==> src/i2r_pkg.sv <==
package i2r_pkg;

  localparam int ValueW    = 12;
  localparam int CharW     = 8;
  localparam int NumSteps  = 13;
  localparam int StepW     = $clog2(NumSteps);
  localparam int QDepth    = 2;
  localparam int QPtrW     = $clog2(QDepth);
  localparam int QCntW     = $clog2(QDepth + 1);

  localparam logic [ValueW-1:0] MaxValue = 12'd3999;

  localparam logic [CharW-1:0] ChNone = 8'h00;
  localparam logic [CharW-1:0] ChI    = 8'h49;
  localparam logic [CharW-1:0] ChV    = 8'h56;
  localparam logic [CharW-1:0] ChX    = 8'h58;
  localparam logic [CharW-1:0] ChL    = 8'h4C;
  localparam logic [CharW-1:0] ChC    = 8'h43;
  localparam logic [CharW-1:0] ChD    = 8'h44;
  localparam logic [CharW-1:0] ChM    = 8'h4D;

  localparam logic [ValueW-1:0] StepAmount [NumSteps] = '{
    12'd1000, 12'd900, 12'd500, 12'd400, 12'd100, 12'd90, 12'd50,
    12'd40, 12'd10, 12'd9, 12'd5, 12'd4, 12'd1
  };
  localparam logic [CharW-1:0] StepFirst [NumSteps] = '{
    ChM, ChC, ChD, ChC, ChC, ChX, ChL, ChX, ChX, ChI, ChV, ChI, ChI
  };
  localparam logic [CharW-1:0] StepSecond [NumSteps] = '{
    ChNone, ChM, ChNone, ChD, ChNone, ChC, ChNone, ChL, ChNone, ChX, ChNone, ChV, ChNone
  };

  // Classified item as it waits in the queue
  typedef struct packed {
    logic              bad;
    logic [ValueW-1:0] value;
  } item_t;

  // Queue head as the back end sees it
  typedef struct packed {
    logic  valid;
    item_t item;
  } head_t;

  // One result character
  typedef struct packed {
    logic [CharW-1:0] char_code;
    logic             last_char;
    logic             invalid;
  } res_t;

  // Largest step amount that fits in the remainder
  function automatic logic [StepW-1:0] find_step(logic [ValueW-1:0] rest);
    logic [StepW-1:0] idx;
    logic             hit;
    idx = StepW'(NumSteps - 1);
    hit = 1'b0;
    for (int s = 0; s < NumSteps; s++) begin
      if (!hit && rest >= StepAmount[s]) begin
        idx = StepW'(s);
        hit = 1'b1;
      end
    end
    return idx;
  endfunction

endpackage

==> src/i2r_in_if.sv <==
interface i2r_in_if;
  logic        valid;
  logic        ready;
  logic [11:0] value;

  modport source (output valid, output value, input ready);
  modport sink   (input valid, input value, output ready);
endinterface

==> src/i2r_out_if.sv <==
interface i2r_out_if;
  logic       valid;
  logic       ready;
  logic [7:0] char_code;
  logic       last_char;
  logic       invalid;

  modport source (output valid, output char_code, output last_char, output invalid,
                  input ready);
  modport sink   (input valid, input char_code, input last_char, input invalid,
                  output ready);
endinterface

==> src/i2r_queue.sv <==
module i2r_queue (
  input  logic            clk_i,
  input  logic            rst_ni,
  input  logic            push_i,
  input  i2r_pkg::item_t  item_i,
  output logic            full_o,
  input  logic            pop_i,
  output i2r_pkg::head_t  head_o
);

  i2r_pkg::item_t                  entry_q [i2r_pkg::QDepth];
  logic [i2r_pkg::QPtrW-1:0]       wr_ptr_q, wr_ptr_d;
  logic [i2r_pkg::QPtrW-1:0]       rd_ptr_q, rd_ptr_d;
  logic [i2r_pkg::QCntW-1:0]       count_q, count_d;
  logic                            do_push, do_pop;

  assign full_o       = (count_q == i2r_pkg::QCntW'(i2r_pkg::QDepth));
  assign head_o.valid = (count_q != '0);
  assign head_o.item  = entry_q[rd_ptr_q];

  assign do_push = push_i && !full_o;
  assign do_pop  = pop_i && head_o.valid;

  always_comb begin
    wr_ptr_d = wr_ptr_q;
    rd_ptr_d = rd_ptr_q;
    count_d  = count_q;
    if (do_push) begin
      wr_ptr_d = (wr_ptr_q == i2r_pkg::QPtrW'(i2r_pkg::QDepth - 1)) ? '0 : wr_ptr_q + 1'b1;
    end
    if (do_pop) begin
      rd_ptr_d = (rd_ptr_q == i2r_pkg::QPtrW'(i2r_pkg::QDepth - 1)) ? '0 : rd_ptr_q + 1'b1;
    end
    if (do_push && !do_pop) begin
      count_d = count_q + 1'b1;
    end else if (do_pop && !do_push) begin
      count_d = count_q - 1'b1;
    end
  end

  always_ff @(posedge clk_i or negedge rst_ni) begin
    if (!rst_ni) begin
      wr_ptr_q <= '0;
      rd_ptr_q <= '0;
      count_q  <= '0;
    end else begin
      wr_ptr_q <= wr_ptr_d;
      rd_ptr_q <= rd_ptr_d;
      count_q  <= count_d;
    end
  end

  always_ff @(posedge clk_i) begin
    if (do_push) begin
      entry_q[wr_ptr_q] <= item_i;
    end
  end

endmodule

==> src/i2r_front.sv <==
module i2r_front (
  i2r_in_if.sink          in_chan_i,
  input  logic            full_i,
  output logic            push_o,
  output i2r_pkg::item_t  item_o
);

  assign in_chan_i.ready = !full_i;
  assign push_o          = in_chan_i.valid && !full_i;

  // Flag zero and anything past the numeral range
  assign item_o.value = in_chan_i.value;
  assign item_o.bad   = (in_chan_i.value == '0) || (in_chan_i.value > i2r_pkg::MaxValue);

endmodule

==> src/i2r_back.sv <==
module i2r_back (
  input  logic            clk_i,
  input  logic            rst_ni,
  input  i2r_pkg::head_t  head_i,
  output logic            pop_o,
  i2r_out_if.source       out_chan_o
);

  logic                              busy_q, busy_d;
  logic                              pend_q, pend_d;
  logic [i2r_pkg::ValueW-1:0]        rest_q, rest_d;
  logic [i2r_pkg::CharW-1:0]         pend_char_q, pend_char_d;
  logic                              out_valid_q, out_valid_d;
  i2r_pkg::res_t                     res_q, res_d;

  logic                              advance;
  logic [i2r_pkg::ValueW-1:0]        src_rest;
  logic [i2r_pkg::StepW-1:0]         step;
  logic [i2r_pkg::ValueW-1:0]        diff;
  logic [i2r_pkg::CharW-1:0]         second;

  assign advance  = !out_valid_q || out_chan_o.ready;
  assign src_rest = busy_q ? rest_q : head_i.item.value;
  assign step     = i2r_pkg::find_step(src_rest);
  assign diff     = src_rest - i2r_pkg::StepAmount[step];
  assign second   = i2r_pkg::StepSecond[step];

  always_comb begin
    busy_d      = busy_q;
    pend_d      = pend_q;
    rest_d      = rest_q;
    pend_char_d = pend_char_q;
    out_valid_d = out_valid_q;
    res_d       = res_q;
    pop_o       = 1'b0;
    if (advance) begin
      if (busy_q && pend_q) begin
        // Emit the second half of a subtractive pair
        out_valid_d     = 1'b1;
        res_d.char_code = pend_char_q;
        res_d.last_char = (rest_q == '0);
        res_d.invalid   = 1'b0;
        pend_d          = 1'b0;
        busy_d          = (rest_q != '0);
      end else if (busy_q || head_i.valid) begin
        pop_o       = !busy_q;
        out_valid_d = 1'b1;
        if (!busy_q && head_i.item.bad) begin
          res_d.char_code = i2r_pkg::ChNone;
          res_d.last_char = 1'b1;
          res_d.invalid   = 1'b1;
        end else begin
          res_d.char_code = i2r_pkg::StepFirst[step];
          res_d.invalid   = 1'b0;
          rest_d          = diff;
          if (second != i2r_pkg::ChNone) begin
            pend_d          = 1'b1;
            pend_char_d     = second;
            res_d.last_char = 1'b0;
            busy_d          = 1'b1;
          end else begin
            res_d.last_char = (diff == '0);
            busy_d          = (diff != '0);
          end
        end
      end else begin
        out_valid_d = 1'b0;
      end
    end
  end

  always_ff @(posedge clk_i or negedge rst_ni) begin
    if (!rst_ni) begin
      busy_q      <= 1'b0;
      pend_q      <= 1'b0;
      out_valid_q <= 1'b0;
    end else begin
      busy_q      <= busy_d;
      pend_q      <= pend_d;
      out_valid_q <= out_valid_d;
    end
  end

  always_ff @(posedge clk_i) begin
    rest_q      <= rest_d;
    pend_char_q <= pend_char_d;
    res_q       <= res_d;
  end

  assign out_chan_o.valid     = out_valid_q;
  assign out_chan_o.char_code = res_q.char_code;
  assign out_chan_o.last_char = res_q.last_char;
  assign out_chan_o.invalid   = res_q.invalid;

endmodule

==> src/integer_to_roman_numeral_top.sv <==
// A value is registered in the queue, then its first character in the back end's output register.
// Throughput: one character per cycle while out_chan_o is not stalled; a numeral has
// 1 to 15 characters, and a zero or out-of-range value gives one invalid character; the greedy
// sequencer in the back end produces one character per cycle.
// A two-entry queue lets the front take values while the back end is still emitting.
// Reset (rst_ni low, asynchronous) empties the queue and drops any result in flight.
module integer_to_roman_numeral_top (
  input  logic      clk_i,
  input  logic      rst_ni,
  i2r_in_if.sink    in_chan_i,
  i2r_out_if.source out_chan_o
);

  logic           push;
  logic           full;
  logic           pop;
  i2r_pkg::item_t item;
  i2r_pkg::head_t head;

  i2r_front u_front (
    .in_chan_i (in_chan_i),
    .full_i    (full),
    .push_o    (push),
    .item_o    (item)
  );

  i2r_queue u_queue (
    .clk_i  (clk_i),
    .rst_ni (rst_ni),
    .push_i (push),
    .item_i (item),
    .full_o (full),
    .pop_i  (pop),
    .head_o (head)
  );

  i2r_back u_back (
    .clk_i      (clk_i),
    .rst_ni     (rst_ni),
    .head_i     (head),
    .pop_o      (pop),
    .out_chan_o (out_chan_o)
  );

endmodule

==> src/flat_wrapper.sv <==
// flat-port wrapper written by rule: the top's interface ports become plain ports
module integer_to_roman_numeral_top_flat 
  (clk_i, rst_ni, in_chan_i_valid, in_chan_i_value, in_chan_i_ready, out_chan_o_valid, out_chan_o_char_code, out_chan_o_last_char, out_chan_o_invalid, out_chan_o_ready);
  i2r_in_if in_chan_i_i ();
  i2r_out_if out_chan_o_i ();
  input  logic clk_i;
  input  logic rst_ni;
  input wire logic [$bits(in_chan_i_i.valid)-1:0] in_chan_i_valid;
  input wire logic [$bits(in_chan_i_i.value)-1:0] in_chan_i_value;
  output wire logic [$bits(in_chan_i_i.ready)-1:0] in_chan_i_ready;
  output wire logic [$bits(out_chan_o_i.valid)-1:0] out_chan_o_valid;
  output wire logic [$bits(out_chan_o_i.char_code)-1:0] out_chan_o_char_code;
  output wire logic [$bits(out_chan_o_i.last_char)-1:0] out_chan_o_last_char;
  output wire logic [$bits(out_chan_o_i.invalid)-1:0] out_chan_o_invalid;
  input wire logic [$bits(out_chan_o_i.ready)-1:0] out_chan_o_ready;
  assign in_chan_i_i.valid = in_chan_i_valid;
  assign in_chan_i_i.value = in_chan_i_value;
  assign in_chan_i_ready = in_chan_i_i.ready;
  assign out_chan_o_valid = out_chan_o_i.valid;
  assign out_chan_o_char_code = out_chan_o_i.char_code;
  assign out_chan_o_last_char = out_chan_o_i.last_char;
  assign out_chan_o_invalid = out_chan_o_i.invalid;
  assign out_chan_o_i.ready = out_chan_o_ready;
  integer_to_roman_numeral_top u_core (.clk_i(clk_i), .rst_ni(rst_ni), .in_chan_i(in_chan_i_i), .out_chan_o(out_chan_o_i));
endmodule
==> config.mk <==
export PLATFORM = sky130hd
export DESIGN_NAME = integer_to_roman_numeral_top_flat
export DESIGN_NICKNAME = d
export VERILOG_FILES = /design/src/i2r_pkg.sv /design/src/i2r_in_if.sv /design/src/i2r_out_if.sv /design/src/i2r_queue.sv /design/src/i2r_front.sv /design/src/i2r_back.sv /design/src/integer_to_roman_numeral_top.sv /design/src/flat_wrapper.sv
export SDC_FILE = /design/constraint.sdc
export NUM_CORES = 1
export LEC_CHECK = 0
export ABC_AREA = 1
export BUFFER_PORTS_ARGS = -buffer_cell sky130_fd_sc_hd__buf_2
export CORE_ASPECT_RATIO = 0.6
export CORE_UTILIZATION = 40
export CTS_CLUSTER_DIAMETER = 200
export DETAILED_ROUTE_END_ITERATION = 10
export GPL_ROUTABILITY_DRIVEN = 0
export PLACE_DENSITY_LB_ADDON = 0.25
export SLEW_MARGIN = 20
export SYNTH_ARGS = -nofsm -noshare
export SYNTH_HDL_FRONTEND = slang
export SYNTH_SLANG_ARGS = --single-unit
==> constraint.sdc <==
create_clock -name clk_i -period 8.35 [get_ports clk_i]
set_input_delay 0.4175 -clock clk_i [delete_from_list [all_inputs] [get_ports clk_i]]
set_output_delay 0.4175 -clock clk_i [all_outputs]
set_load 0.02 [all_outputs]
==> summary.md <==
| Metric | Value |
|---|---|
| Seq/Total Area, Yosys | 47.13% |
| FF+latch count, synth | 59 |
| Outcome | finished, final reports clean |
| Arr. time, crit path | 5.65 ns |
| Die Wd | 125.9 um |
| Netlist Area Pre-Place | 3685 um2 |
| Critical path type | reg -> reg |
| Cell accounting for the most synthesized area | edfxtp_1 |
| Total GRT Usage | 19.33% |
| GR Util met2 | 25.03% |
| Max Freq | 183.8 MHz |
| Area delta synth->final | 14.02% |
| Setup crit end kind | flop |
| Die height | 76.35 um |
| Max-cap violations | 0 |
| Synthesized area per cell | 8.451 um2 |
| Cell variety after synth | 39 |
| Routed len/inst | 14.63 um |
| Post-synth EDFFs | 52 |
| Global-route wire length before repair | 14120 um |
| Post-synth top cells | nand2_1 (117), inv_1 (54), edfxtp_1 (52) |
| Hold Fails Final Rpt | 0 |
| Reg-to-Reg End | u_core.u_back.busy_q |
| Syn Inst Count | 436 |
| Most common cell in the netlist | nand2_1 |
| Worst Reg2Reg Path Length in Cells | 30 |
| Synth top area share | 42.38% |
| Data required, critical path | 8.56 ns |
| Drt drc | 0 |
| Initial Utilization | 42.26% |
| Synth Warn # | 0 |
| Crit Reg-Reg Startpoint | u_core.u_back.busy_q |
| Boundary Pins | 28 |
| Cell row count | 26 |
| Avg Vias per Cell | 5.122 |
| Rel. slew slack | 47.44% |
| CTS tree | built |
| Gr ovfl total | 0 |
| Worst Path Max Fanout | 20 |
| # fillers | 846 |
| R2R Setup Slk | 2.91 ns |
| GR Util met3 | 5.197% |
| IO Port Bufs | 25 |
| Layout cells sized above 1 | 15.50% |
| Tcrit/Tclk final | 65.16% |
| Area contributors post-synth | edfxtp_1 (42%), nand2_1 (12%), inv_1 (5.5%) |
| Setup crit start kind | flop |
| First-pass DRT Iterations | 5 |
| DRT antenna net count | 0 |
| Die area | 9613 um2 |
| HPWL reported at the end of detailed placement | 6752 um |
| Crit path top cell by count | nand3_1 |
| Setup Skew | 0.006582 ns |
| Hold Crit Class | in -> reg |
| Pins Over Slew Limit | 0 |
| Fraction of registers with async set/reset | 11.86% |
| CTS sink cnt | 59 |
| Core Region | 8718 um2 |
| Worst path max stage delay | 0.55 ns |
| Diodes inserted | 0 |
| PostCTS Resize Cnt | 0 |
| Post-route setup TNS | 0 ns |
| Critical Path Sink | u_core.u_back.busy_q |
| Initial antenna violation count | 0 |
| CTS buffer count | 9 |
| RSZ-0062 raised after global routing | no |
| Top Usage Layer GRT | met1 |
| Nets@finish | 499 |
| Post-Route WL | 8531 um |
| Met1 Use GR | 30.20% |
| Via count | 2986 |
| Setup violations, final | 0 |
| CP startpoint | u_core.u_back.busy_q |
| Root Buffer | clkbuf_16 |
| Top FF cell, synth | edfxtp_1 |
| Largest net degree at the start of global routing | 21 |
| Clk_lat worst skew | 0.33 ns |
| Tmin final | 5.441 ns |
| Worst-margin pin slew | 0.7884 ns |
| H-tree depth | 3 |
| Number of global-route vias before repair | 2786 |
| CTS max path bufs | 2 |
| Initial DRC count | 200 |
| Slowest stage cell, crit path | dfrtp_1 |
| Clock slew at reported path FFs | 0.05 ns |
[cell usage in the layout (no fill, tap or decap), types with 5 or more instances in the layout]
| cell | n |
|---|---|
| clkbuf_16 | 9 |
| ha_1 | 16 |
| nor4_1 | 5 |
| inv_2 | 8 |
| inv_1 | 54 |
| o21ai_0 | 13 |
| edfxtp_1 | 52 |
| dfrtp_1 | 7 |
| nand4_1 | 9 |
| nand3_1 | 33 |
| buf_2 | 25 |
| nor2_2 | 8 |
| nand2_1 | 117 |
| nor2_1 | 37 |
| xor2_1 | 10 |
| a21oi_1 | 17 |
| o21ai_1 | 6 |
[metal layers]
layer | routed length (um) | part of all wire, % | vias up
li1 | - | - | 1491
met1 | 4696 | 55 | 1369
met2 | 3137 | 37 | 116
met3 | 590 | 6.9 | 10
met4 | 107 | 1.3 | 0
met5 | 0 | 0 | -
[what timing repair did]
action / in CTS / in global routing
endpoints found under the setup margin: 0 / 0
hold buffers: 1 / 0
hold endpoints to repair: 7 / 0
setup buffers: 0 / 0
[worst max-delay path: cells and delay by family (launching register included)]
kind / cells / cell delay [ns]
buffers and inverters: 4 / 0.56
and+or+nand+nor: 21 / 2.89
AOI/OAI and AO/OA: 1 / 0.21
xor gates and xnor gates: 1 / 0.16
DFF: 1 / 0.55
adders and majority gates: 3 / 0.94
[registers in the layout, summed over array words and instances, names as in the netlist]
signal	count
u_core.u_queue.entry_q	26
u_core.u_back.rest_q	12
u_core.u_back.out_chan_o.char_code	6
u_core.u_back.pend_char_q	6
u_core.u_queue.count_q	2
u_core.u_back.busy_q	1
u_core.u_back.out_chan_o.invalid	1
u_core.u_back.out_chan_o.last_char	1
u_core.u_back.out_chan_o.valid	1
u_core.u_back.pend_q	1
u_core.u_queue.rd_ptr_q	1
u_core.u_queue.wr_ptr_q	1
[logic make-up (layout without fill, tap and decap cells)]
kind of cell    after synthesis  after routing  synth area share (%)
simple gates                233            233                 29.24
buf+inv                      70            104                 7.945
flops                        59             59                 47.13
compound gates               43             43                 6.520
fa+ha+maj                    17             17                 5.976
xor+xnor                     13             13                 3.090
other cells                   1              2                0.1018
[stage by stage]
stage | hold WS (ns) | instance area, um2 | setup WS (ns) | util (%) | cells
5_1_grt | 0.2974 | 4202 | 2.508 | 48.19 | 583
3_5_place_dp | 0.2695 | 3896 | 3.048 | 44.69 | 566
3_3_place_gp | 0.2629 | 3894 | 3.115 | 44.66 | 566
2_1_floorplan | 0.1219 | 3689 | 4.123 | - | 437
4_1_cts | 0.2963 | 4197 | 2.975 | 48.13 | 583
6_report | 0.3047 | 4202 | 2.909 | 48.19 | 583
[cell type report]
cell class / count / area [um2] / share of cell area [%]
clock buffers: 13 / 250.2 / 5.956
inverters: 62 / 232.7 / 5.539
repair buffers: 26 / 135.1 / 3.216
multi-input cells: 308 / 1667 / 39.67
clock inverters: 3 / 40.04 / 0.9529
well taps: 112 / 140.1 / 3.335
flip-flops and latches: 59 / 1737 / 41.33
[worst min path at each step]
stage / startpoint / endpoint / cells after the start
finish: in_chan_i_value[4] / u_core.u_queue.entry_q[1][4] / 1
global route: in_chan_i_value[2] / u_core.u_queue.entry_q[0][2] / 1
CTS: in_chan_i_value[4] / u_core.u_queue.entry_q[1][4] / 1
detailed placement: rst_ni / u_core.u_queue.count_q[1] / 1
global placement: rst_ni / u_core.u_queue.wr_ptr_q / 1
floorplan: rst_ni / u_core.u_back.busy_q / 0
Power is left out: the tool's default activity adds up to more than one toggle a clock period on the data nets, which glitch-free logic cannot reach.
